--- src/rtl/assert_macros.svh ---
// Assertion macros shared by the RTL.
`ifndef ASSERT_MACROS_SVH
`define ASSERT_MACROS_SVH

// Check that a condition implies a consequence in the same cycle.
`define ASSERT_SAME(label, clk, rst_n, cond, cons) \
    label: assert property (@(posedge clk) disable iff (!rst_n) (cond) |-> (cons)) \
        else $error("assertion failed: same-cycle implication");

// Check that a condition implies a consequence in the next cycle.
`define ASSERT_NEXT(label, clk, rst_n, cond, cons) \
    label: assert property (@(posedge clk) disable iff (!rst_n) (cond) |=> (cons)) \
        else $error("assertion failed: next-cycle implication");

`endif

--- src/rtl/ftpu_pkg.sv ---
package ftpu_pkg;

    typedef enum logic [2:0] {
        ST_OK        = 3'd0,
        ST_PREFIX    = 3'd1,
        ST_USERPASS  = 3'd2,
        ST_CRED_LONG = 3'd3,
        ST_NO_PATH   = 3'd4,
        ST_HOST_LONG = 3'd5,
        ST_URL_LONG  = 3'd6
    } ftpu_status_t;

    localparam int SCHEME_LEN = 6;

    localparam logic [7:0] CH_AT    = 8'h40;
    localparam logic [7:0] CH_COLON = 8'h3A;
    localparam logic [7:0] CH_SLASH = 8'h2F;

    typedef struct packed {
        ftpu_status_t status;
        logic         anonymous;
        logic [7:0]   user_length;
        logic [9:0]   pass_start;
        logic [7:0]   pass_length;
        logic [9:0]   host_start;
        logic [7:0]   host_length;
        logic [9:0]   path_start;
        logic [7:0]   path_len;
    } ftpu_result_t;

    function automatic logic [7:0] scheme_char(input logic [2:0] idx);
        logic [7:0] ch;
        case (idx)
            3'd0:    ch = 8'h66;
            3'd1:    ch = 8'h74;
            3'd2:    ch = 8'h70;
            3'd3:    ch = 8'h3A;
            3'd4:    ch = 8'h2F;
            3'd5:    ch = 8'h2F;
            default: ch = 8'h00;
        endcase
        return ch;
    endfunction

endpackage

--- src/rtl/ftpu_scan.sv ---
module ftpu_scan #(
    parameter int URL_MAX = 1024,
    localparam int CW = $clog2(URL_MAX + 2),
    localparam int PW = $clog2(URL_MAX)
) (
    input  logic          clk,
    input  logic          rst_n,
    input  logic          accept,
    input  logic [7:0]    url_byte,
    input  logic          last,
    output logic [CW-1:0] snap_count,
    output logic          snap_prefix_ok,
    output logic          snap_at_seen,
    output logic [PW-1:0] snap_at_pos,
    output logic          snap_colon_seen,
    output logic [PW-1:0] snap_colon_pos,
    output logic          snap_slash_seen,
    output logic [PW-1:0] snap_slash_pos,
    output logic          snap_saa_seen,
    output logic [PW-1:0] snap_saa_pos
);
    import ftpu_pkg::*;

    logic [CW-1:0] count_reg, count_next;
    logic          prefix_ok_reg, prefix_ok_next;
    logic          at_seen_reg, at_seen_next;
    logic [PW-1:0] at_pos_reg, at_pos_next;
    logic          colon_seen_reg, colon_seen_next;
    logic [PW-1:0] colon_pos_reg, colon_pos_next;
    logic          slash_seen_reg, slash_seen_next;
    logic [PW-1:0] slash_pos_reg, slash_pos_next;
    logic          saa_seen_reg, saa_seen_next;
    logic [PW-1:0] saa_pos_reg, saa_pos_next;
    logic [PW-1:0] pos;

    assign pos = count_reg[PW-1:0];

    always_comb
    begin
        count_next      = count_reg;
        prefix_ok_next  = prefix_ok_reg;
        at_seen_next    = at_seen_reg;
        at_pos_next     = at_pos_reg;
        colon_seen_next = colon_seen_reg;
        colon_pos_next  = colon_pos_reg;
        slash_seen_next = slash_seen_reg;
        slash_pos_next  = slash_pos_reg;
        saa_seen_next   = saa_seen_reg;
        saa_pos_next    = saa_pos_reg;
        if (count_reg < CW'(URL_MAX))
        begin
            if (count_reg < CW'(SCHEME_LEN))
            begin
                if (url_byte != scheme_char(count_reg[2:0]))
                    prefix_ok_next = 1'b0;
            end
            else
            begin
                if (url_byte == CH_SLASH && at_seen_reg && !saa_seen_reg)
                begin
                    saa_seen_next = 1'b1;
                    saa_pos_next  = pos;
                end
                if (url_byte == CH_AT && !at_seen_reg)
                begin
                    at_seen_next = 1'b1;
                    at_pos_next  = pos;
                end
                if (url_byte == CH_COLON && !colon_seen_reg)
                begin
                    colon_seen_next = 1'b1;
                    colon_pos_next  = pos;
                end
                if (url_byte == CH_SLASH && !slash_seen_reg)
                begin
                    slash_seen_next = 1'b1;
                    slash_pos_next  = pos;
                end
            end
        end
        if (count_reg <= CW'(URL_MAX))
            count_next = count_reg + CW'(1);
    end

    always_ff @(posedge clk or negedge rst_n)
    begin
        if (!rst_n)
        begin
            count_reg      <= '0;
            prefix_ok_reg  <= 1'b1;
            at_seen_reg    <= 1'b0;
            at_pos_reg     <= '0;
            colon_seen_reg <= 1'b0;
            colon_pos_reg  <= '0;
            slash_seen_reg <= 1'b0;
            slash_pos_reg  <= '0;
            saa_seen_reg   <= 1'b0;
            saa_pos_reg    <= '0;
        end
        else if (accept)
        begin
            if (last)
            begin
                count_reg      <= '0;
                prefix_ok_reg  <= 1'b1;
                at_seen_reg    <= 1'b0;
                at_pos_reg     <= '0;
                colon_seen_reg <= 1'b0;
                colon_pos_reg  <= '0;
                slash_seen_reg <= 1'b0;
                slash_pos_reg  <= '0;
                saa_seen_reg   <= 1'b0;
                saa_pos_reg    <= '0;
            end
            else
            begin
                count_reg      <= count_next;
                prefix_ok_reg  <= prefix_ok_next;
                at_seen_reg    <= at_seen_next;
                at_pos_reg     <= at_pos_next;
                colon_seen_reg <= colon_seen_next;
                colon_pos_reg  <= colon_pos_next;
                slash_seen_reg <= slash_seen_next;
                slash_pos_reg  <= slash_pos_next;
                saa_seen_reg   <= saa_seen_next;
                saa_pos_reg    <= saa_pos_next;
            end
        end
    end

    assign snap_count      = count_next;
    assign snap_prefix_ok  = prefix_ok_next;
    assign snap_at_seen    = at_seen_next;
    assign snap_at_pos     = at_pos_next;
    assign snap_colon_seen = colon_seen_next;
    assign snap_colon_pos  = colon_pos_next;
    assign snap_slash_seen = slash_seen_next;
    assign snap_slash_pos  = slash_pos_next;
    assign snap_saa_seen   = saa_seen_next;
    assign snap_saa_pos    = saa_pos_next;

endmodule

--- src/rtl/ftpu_eval.sv ---
module ftpu_eval #(
    parameter int FIELD_MAX = 256,
    parameter int URL_MAX = 1024,
    localparam int CW = $clog2(URL_MAX + 2),
    localparam int PW = $clog2(URL_MAX),
    localparam int FW = $clog2(FIELD_MAX) + 1,
    localparam int LA = (CW > FW) ? CW : FW,
    localparam int LW = (LA > 10) ? LA : 10
) (
    input  logic                   [CW-1:0] count,
    input  logic                            prefix_ok,
    input  logic                            at_seen,
    input  logic                   [PW-1:0] at_pos,
    input  logic                            colon_seen,
    input  logic                   [PW-1:0] colon_pos,
    input  logic                            slash_seen,
    input  logic                   [PW-1:0] slash_pos,
    input  logic                            saa_seen,
    input  logic                   [PW-1:0] saa_pos,
    output ftpu_pkg::ftpu_result_t          result
);
    import ftpu_pkg::*;

    function automatic logic [7:0] sat8(input logic [LW-1:0] v);
        return (v > LW'(255)) ? 8'hFF : v[7:0];
    endfunction

    always_comb
    begin
        ftpu_status_t   status;
        logic [LW-1:0]  len;
        logic [LW-1:0]  atp;
        logic [LW-1:0]  colp;
        logic [LW-1:0]  slash;
        logic [LW-1:0]  user_length;
        logic [LW-1:0]  pass_length;
        logic [LW-1:0]  pass_start;
        logic [LW-1:0]  host_start;
        logic [LW-1:0]  host_length;
        logic [LW-1:0]  path_len;
        logic           have_slash;

        result      = '0;
        status      = ST_OK;
        len         = LW'(count);
        atp         = LW'(at_pos);
        colp        = LW'(colon_pos);
        user_length = '0;
        pass_length = '0;
        pass_start  = '0;
        have_slash  = at_seen ? saa_seen : slash_seen;
        slash       = at_seen ? LW'(saa_pos) : LW'(slash_pos);
        host_start  = at_seen ? atp + LW'(1) : LW'(SCHEME_LEN);
        host_length = slash - host_start;
        path_len    = len - slash;

        if (len > LW'(URL_MAX))
            status = ST_URL_LONG;
        else if (!prefix_ok || len < LW'(SCHEME_LEN))
            status = ST_PREFIX;
        else
        begin
            if (at_seen)
            begin
                if (!colon_seen || colp > atp)
                    status = ST_USERPASS;
                else
                begin
                    user_length = colp - LW'(SCHEME_LEN);
                    pass_length = atp - colp - LW'(1);
                    pass_start  = colp + LW'(1);
                    if (user_length >= LW'(FIELD_MAX) || pass_length >= LW'(FIELD_MAX))
                        status = ST_CRED_LONG;
                end
            end
            if (status == ST_OK)
            begin
                if (!have_slash)
                    status = ST_NO_PATH;
                else if (host_length >= LW'(FIELD_MAX))
                    status = ST_HOST_LONG;
                else
                begin
                    if (path_len > LW'(FIELD_MAX - 1))
                        path_len = LW'(FIELD_MAX - 1);
                    result.anonymous   = !at_seen;
                    result.user_length = sat8(user_length);
                    result.pass_start  = pass_start[9:0];
                    result.pass_length = sat8(pass_length);
                    result.host_start  = host_start[9:0];
                    result.host_length = sat8(host_length);
                    result.path_start  = slash[9:0];
                    result.path_len    = sat8(path_len);
                end
            end
        end
        result.status = status;
    end

endmodule

--- src/rtl/ftp_url_field_splitter_unit.sv ---
// Splits an ftp URL, streamed one byte per transfer with tlast on the final
// byte, into user, password, host and path fields. A byte is taken every
// clock unless the master side holds the flow; a URL's result goes through
// the snapshot register and then the result register to the master side,
// and a new URL may start on the very next cycle. The byte scanner and the
// two registers form a pipeline held only by master-side back-pressure.
// Status codes: 0 ok, 1 bad prefix, 2 bad user:pass, 3 credential too
// long, 4 no path, 5 host too long, 6 URL longer than URL_MAX. On any
// nonzero status all other result fields are zero.
`include "assert_macros.svh"

module ftp_url_field_splitter_unit #(
    parameter int FIELD_MAX = 256,
    parameter int URL_MAX = 1024
) (
    input  logic        clk,
    input  logic        rst_n,
    input  logic        s_axis_tvalid,
    output logic        s_axis_tready,
    input  logic [7:0]  s_axis_tdata,   // [7:0] url_byte
    input  logic        s_axis_tlast,
    output logic        m_axis_tvalid,
    input  logic        m_axis_tready,
    // [7:0] user length, [17:8] pass_start, [25:18] password length,
    // [35:26] host_start, [43:36] host length, [53:44] path_start,
    // [61:54] path_len, [63:62] zero
    output logic [63:0] m_axis_tdata,
    output logic [3:0]  m_axis_tuser    // [2:0] status, [3] anonymous
);
    import ftpu_pkg::*;

    localparam int CW = $clog2(URL_MAX + 2);
    localparam int PW = $clog2(URL_MAX);

    logic          s_accept;
    logic          adv_out;
    logic          adv_snap;

    logic [CW-1:0] scan_count;
    logic          scan_prefix_ok;
    logic          scan_at_seen;
    logic [PW-1:0] scan_at_pos;
    logic          scan_colon_seen;
    logic [PW-1:0] scan_colon_pos;
    logic          scan_slash_seen;
    logic [PW-1:0] scan_slash_pos;
    logic          scan_saa_seen;
    logic [PW-1:0] scan_saa_pos;

    logic          snap_valid_reg;
    logic [CW-1:0] snap_count_reg;
    logic          snap_prefix_ok_reg;
    logic          snap_at_seen_reg;
    logic [PW-1:0] snap_at_pos_reg;
    logic          snap_colon_seen_reg;
    logic [PW-1:0] snap_colon_pos_reg;
    logic          snap_slash_seen_reg;
    logic [PW-1:0] snap_slash_pos_reg;
    logic          snap_saa_seen_reg;
    logic [PW-1:0] snap_saa_pos_reg;

    ftpu_result_t  eval_result;
    ftpu_result_t  out_reg;
    logic          out_valid_reg;

    assign adv_out       = !out_valid_reg || m_axis_tready;
    assign adv_snap      = !snap_valid_reg || adv_out;
    assign s_axis_tready = adv_snap;
    assign s_accept      = s_axis_tvalid && s_axis_tready;

    ftpu_scan #(
        .URL_MAX (URL_MAX)
    ) u_scan (
        .clk             (clk),
        .rst_n           (rst_n),
        .accept          (s_accept),
        .url_byte        (s_axis_tdata),
        .last            (s_axis_tlast),
        .snap_count      (scan_count),
        .snap_prefix_ok  (scan_prefix_ok),
        .snap_at_seen    (scan_at_seen),
        .snap_at_pos     (scan_at_pos),
        .snap_colon_seen (scan_colon_seen),
        .snap_colon_pos  (scan_colon_pos),
        .snap_slash_seen (scan_slash_seen),
        .snap_slash_pos  (scan_slash_pos),
        .snap_saa_seen   (scan_saa_seen),
        .snap_saa_pos    (scan_saa_pos)
    );

    // capture the final scan state on the last byte
    always_ff @(posedge clk or negedge rst_n)
    begin
        if (!rst_n)
            snap_valid_reg <= 1'b0;
        else if (s_accept && s_axis_tlast)
            snap_valid_reg <= 1'b1;
        else if (adv_out)
            snap_valid_reg <= 1'b0;
    end

    always_ff @(posedge clk)
    begin
        if (s_accept && s_axis_tlast)
        begin
            snap_count_reg      <= scan_count;
            snap_prefix_ok_reg  <= scan_prefix_ok;
            snap_at_seen_reg    <= scan_at_seen;
            snap_at_pos_reg     <= scan_at_pos;
            snap_colon_seen_reg <= scan_colon_seen;
            snap_colon_pos_reg  <= scan_colon_pos;
            snap_slash_seen_reg <= scan_slash_seen;
            snap_slash_pos_reg  <= scan_slash_pos;
            snap_saa_seen_reg   <= scan_saa_seen;
            snap_saa_pos_reg    <= scan_saa_pos;
        end
    end

    ftpu_eval #(
        .FIELD_MAX (FIELD_MAX),
        .URL_MAX   (URL_MAX)
    ) u_eval (
        .count      (snap_count_reg),
        .prefix_ok  (snap_prefix_ok_reg),
        .at_seen    (snap_at_seen_reg),
        .at_pos     (snap_at_pos_reg),
        .colon_seen (snap_colon_seen_reg),
        .colon_pos  (snap_colon_pos_reg),
        .slash_seen (snap_slash_seen_reg),
        .slash_pos  (snap_slash_pos_reg),
        .saa_seen   (snap_saa_seen_reg),
        .saa_pos    (snap_saa_pos_reg),
        .result     (eval_result)
    );

    // advance the result register whenever the master side frees it
    always_ff @(posedge clk or negedge rst_n)
    begin
        if (!rst_n)
            out_valid_reg <= 1'b0;
        else if (adv_out)
            out_valid_reg <= snap_valid_reg;
    end

    always_ff @(posedge clk)
    begin
        if (adv_out && snap_valid_reg)
            out_reg <= eval_result;
    end

    assign m_axis_tvalid = out_valid_reg;
    assign m_axis_tdata  = {2'b00, out_reg.path_len, out_reg.path_start, out_reg.host_length,
                            out_reg.host_start, out_reg.pass_length, out_reg.pass_start,
                            out_reg.user_length};
    assign m_axis_tuser  = {out_reg.anonymous, out_reg.status};

    `ASSERT_SAME(a_err_zero, clk, rst_n, out_valid_reg && out_reg.status != ST_OK, m_axis_tdata == 64'd0 && !out_reg.anonymous)
    `ASSERT_SAME(a_anon_nocred, clk, rst_n, out_valid_reg && out_reg.anonymous, out_reg.user_length == 8'd0 && out_reg.pass_length == 8'd0 && out_reg.pass_start == 10'd0)
    `ASSERT_NEXT(a_last_snap, clk, rst_n, s_accept && s_axis_tlast, snap_valid_reg)
    `ASSERT_NEXT(a_snap_out, clk, rst_n, snap_valid_reg && adv_out, out_valid_reg)

endmodule
--- config.mk ---
export PLATFORM = sky130hd
export DESIGN_NAME = ftp_url_field_splitter_unit
export DESIGN_NICKNAME = d
export VERILOG_FILES = /design/src/rtl/ftpu_pkg.sv /design/src/rtl/ftpu_scan.sv /design/src/rtl/ftpu_eval.sv /design/src/rtl/ftp_url_field_splitter_unit.sv
export VERILOG_INCLUDE_DIRS = /design/src /design/src/rtl
export SDC_FILE = /design/constraint.sdc
export NUM_CORES = 1
export LEC_CHECK = 0
export BUFFER_PORTS_ARGS = -buffer_cell sky130_fd_sc_hd__buf_2
export CORE_MARGIN = 2
export CORE_UTILIZATION = 55
export CTS_BUF_LIST = sky130_fd_sc_hd__clkbuf_16
export CTS_CLUSTER_SIZE = 14
export DETAILED_ROUTE_END_ITERATION = 16
export GPL_TIMING_DRIVEN = 0
export PLACE_DENSITY = 0.74
export SETUP_SLACK_MARGIN = 0.2
export SLEW_MARGIN = 20
export SYNTH_ARGS = -nofsm -noshare
export SYNTH_HDL_FRONTEND = slang
export SYNTH_SLANG_ARGS = --single-unit
--- constraint.sdc ---
create_clock -name clk -period 5.31 [get_ports clk]
set_input_delay 0 -clock clk [delete_from_list [all_inputs] [get_ports clk]]
set_output_delay 0 -clock clk [all_outputs]
set_load 0.01 [all_outputs]
==> flow_metrics.py <==
metrics = {
    "logic_synthesis": {
        "synth-seq-cells": 180,
        "post_synth_num_cell_types": 66,
        "yosysWarnings": 0,
        "ys_seq_area_share_pct": 52.4,
        "ys.flop_type": "edfxtp_1",
        "synth-edff-count": 122,
        "synth_top_cell_area_share_pct": 37.5,
        "synthCells": 915,
        "syn_area_um2": 9760,
        "yosysMostFrequentCell": "edfxtp_1",
        "synth_common_cells": "122 x edfxtp_1, 97 x nor2_1, 93 x nand2_1, 77 x o21ai_0, 57 x dfrtp_1",
        "synth.avg_cell_area_um2": 10.7,
        "synth_top_cells_by_area": "edfxtp_1 38%, dfrtp_1 15%, ha_1 6.3%",
        "yosysTopAreaCell": "edfxtp_1",
        "synthArstFlopShare_pct": 32.2,
    },
    "pwr": {
        "ir_drop_v": 0.000243,
        "power_frac_seq_pct": 48.0,
        "power_w": 0.00332,
        "powerDensity_nw_per_um2": 296,
        "p_leak_nw": 4.57,
        "total_switching_power_w": 0.000825,
        "combinationalPowerShare_pct": 11.2,
        "intPower_w": 0.00249,
        "p_sw_share_pct": 24.9,
        "clkPwrFrac_pct": 40.8,
    },
    "timing": {
        "fin_crit_ns": 4.59,
        "setup_viol": 0,
        "rsz0062_at_grt": "no",
        "fin_skew_ns": 0.00958,
        "setup_tns_ns": 0,
        "hold_viol": 0,
        "fmax_mhz": 218,
        "fin_crit_sh_pct": 86.5,
        "tightest_slew_ns": 1.17,
        "slew_headroom_pct": 21.3,
        "drv_slew": 0,
    },
    "layout": {
        "nNetsFinal": 1086,
        "instances_no_fill": 1259,
        "syn2layout_area_growth_pct": 14.8,
        "largest_reg_flops": 62,
        "drive_gt1_share_pct": 16.4,
        "nFillCells": 1381,
        "fin_area_um2": 11200,
        "final_core_util_pct": 64.6,
        "diodes": 0,
    },
    "routing": {
        "ant_nets": 0,
        "routed_wl_mm": 22.8,
        "top_layer": "met4",
        "vias": 7450,
        "drt_first_pass_iters": 6,
        "wl_met1_mm": 10.4,
        "wl_per_cell_um": 18.1,
        "vias_per_cell": 5.92,
        "dr_wl_met2_mm": 10.5,
        "wl_met3_mm": 1.30,
        "drc_errors": 0,
        "drt-initial-drc-count": 810,
    },
    "worst_hold_path": {
        "holdCritPathClass": "in2reg",
    },
    "worst_setup_path": {
        "cp.arrival_ns": 4.75,
        "endpoint_kind": "flip-flop",
        "path_buf_inv": 3,
        "cpLargestDelayFamily": "compound AO/OA/AOI/OAI gates",
        "worstSetupPathType": "reg2reg",
        "crit_slowest_cell": "a2111oi_2",
        "crit_fanout": 10,
        "start_kind": "flip-flop",
        "crit_top_cell": "a21oi_1",
        "r2r_setup_slack_ns": 0.72,
        "critPathRequiredTime_ns": 5.47,
        "cp_cell_sequence": "buf_1, clkbuf_1, mux2i_1, inv_1, ha_1, fa_1, nand3b_1, a21boi_0, o21ai_0, a21oi_1, xnor2_1, a2111oi_2, a21oi_1",
        "max_stage_delay_ns": 0.70,
    },
    "global_routing": {
        "grt_overflow": 0,
        "globalRouteTotalUtil_pct": 25.2,
        "grt_pass1_vias": 6724,
        "antenna_found_initial": 0,
        "grt_max_degree": 62,
        "grt_pass1_wl_mm": 36.2,
    },
    "placement": {
        "portBuffers": 80,
        "dpl.hpwl_mm": 16.4,
        "place.gp.congestion": 0.875,
        "place_area_um2": 10600,
        "place_inst": 1224,
    },
    "clock_tree": {
        "clk_pin_slew_ns": 0.07,
        "root_buffer": "clkbuf_16",
        "clk_path_buf_depth": 2,
        "htreeDepth": 4,
        "cts_resized": 0,
        "cts_hold_buf": 3,
        "cts_sinks": 180,
        "postCtsSetupBuffers": 0,
        "cts_tree": "yes",
        "clock_latency_ns": 0.44,
        "cts_buffers": 17,
    },
    "floorplanning": {
        "dieWidth_um": 137,
        "io_pins": 83,
        "die_h_um": 137,
        "rows": 48,
        "die_area_um2": 18800,
        "core_area_um2": 17400,
        "initial_core_util_pct": 56.3,
    },
    "outcome": {
        "status": "finished, final reports clean",
    },
    "flow_run": {
        "cap_violations": 0,
    },
}
==> layout by cell type (no fill, tap or decap), drive strengths merged, types with 22 or more instances in the layout <==
master	count
mux2	27
nor2	97
nor3	22
o21ai	78
a22oi	39
a21oi	26
nand2	93
xnor2	36
inv	55
clkbuf	46
buf	95
ha	49
edfxtp	122
dfrtp	57
==> cell type report <==
class	instances	area (um2)	area share [%]
flip-flops and latches	180	5120	45.6
well taps	225	282	2.51
clock inverters	15	200	1.79
clock buffers	17	425	3.79
repair buffers	86	515	4.60
plain buffers	41	185	1.65
inverters	49	184	1.64
multi-input cells	646	4300	38.4
==> path summary, 6_finish.rpt <==
| check | startpoint | to | depth (start not counted) |
|---|---|---|---|
| worst max-delay path | snap_at_seen_reg | m_axis_tdata[60] | 13 |
| worst max register to register | snap_at_seen_reg | m_axis_tdata[60] | 13 |
| max in group asynchronous | rst_n | u_scan.saa_pos_reg[5] | 2 |
| worst min register to register | u_scan.saa_pos_reg[8] | u_scan.saa_pos_reg[8] | 2 |
| min in group asynchronous | rst_n | u_scan.at_pos_reg[3] | 2 |
| worst min-delay path | s_axis_tdata[7] | u_scan.slash_seen_reg | 4 |
==> per-layer routing <==
layer	global-route usage [%]	vias up
li1	-	3512
met1	36.6	3627
met2	38.8	274
met3	4.08	37
met4	8.48	0
met5	0	-
==> kinds of logic (layout without fill, tap and decap cells) <==
| logic type | count (synthesis) | count (layout) | synth area share (%) |
|---|---|---|---|
| adder cells (fa/ha/maj) | 52 | 52 | 6.89 |
| AO/OA/AOI/OAI | 209 | 209 | 13.8 |
| other | 1 | 2 | 0.0384 |
| AND/OR/NAND/NOR | 293 | 293 | 14.2 |
| buffers and inverters | 90 | 208 | 3.78 |
| multiplexers | 41 | 41 | 4.55 |
| flip-flops | 180 | 180 | 52.4 |
| XOR/XNOR | 49 | 49 | 4.40 |
==> power by group through the flow <==
stage	sequential (W)	combinational, W	clock (W)
after CTS	0.00159	0.000371	0.00136
after global placement	0.00162	0.000346	0
after global routing	0.00160	0.000414	0.00141
final	0.00159	0.000372	0.00135
after floorplan	0.00163	0.000227	0
after detailed placement	0.00162	0.000366	0
==> stage by stage <==
step,setup slack (ns),hold slack (ns)
floorplan,1.40,-0.296
global placement,0.410,0.274
detailed placement,0.791,0.120
CTS,0.714,0.00727
global route,0.354,0.0441
finish,0.716,0.0138
==> worst register-to-register path, stage by stage (launching register included) <==
cell and delay (ns):
edfxtp_1 0.47, buf_1 0.56, clkbuf_1 0.43, mux2i_1 0.51, inv_1 0.10, ha_1 0.23
fa_1 0.40, nand3b_1 0.19, a21boi_0 0.16, o21ai_0 0.13, a21oi_1 0.18, xnor2_1 0.12
a2111oi_2 0.70, a21oi_1 0.15
Power figures use the tool's default switching activity.
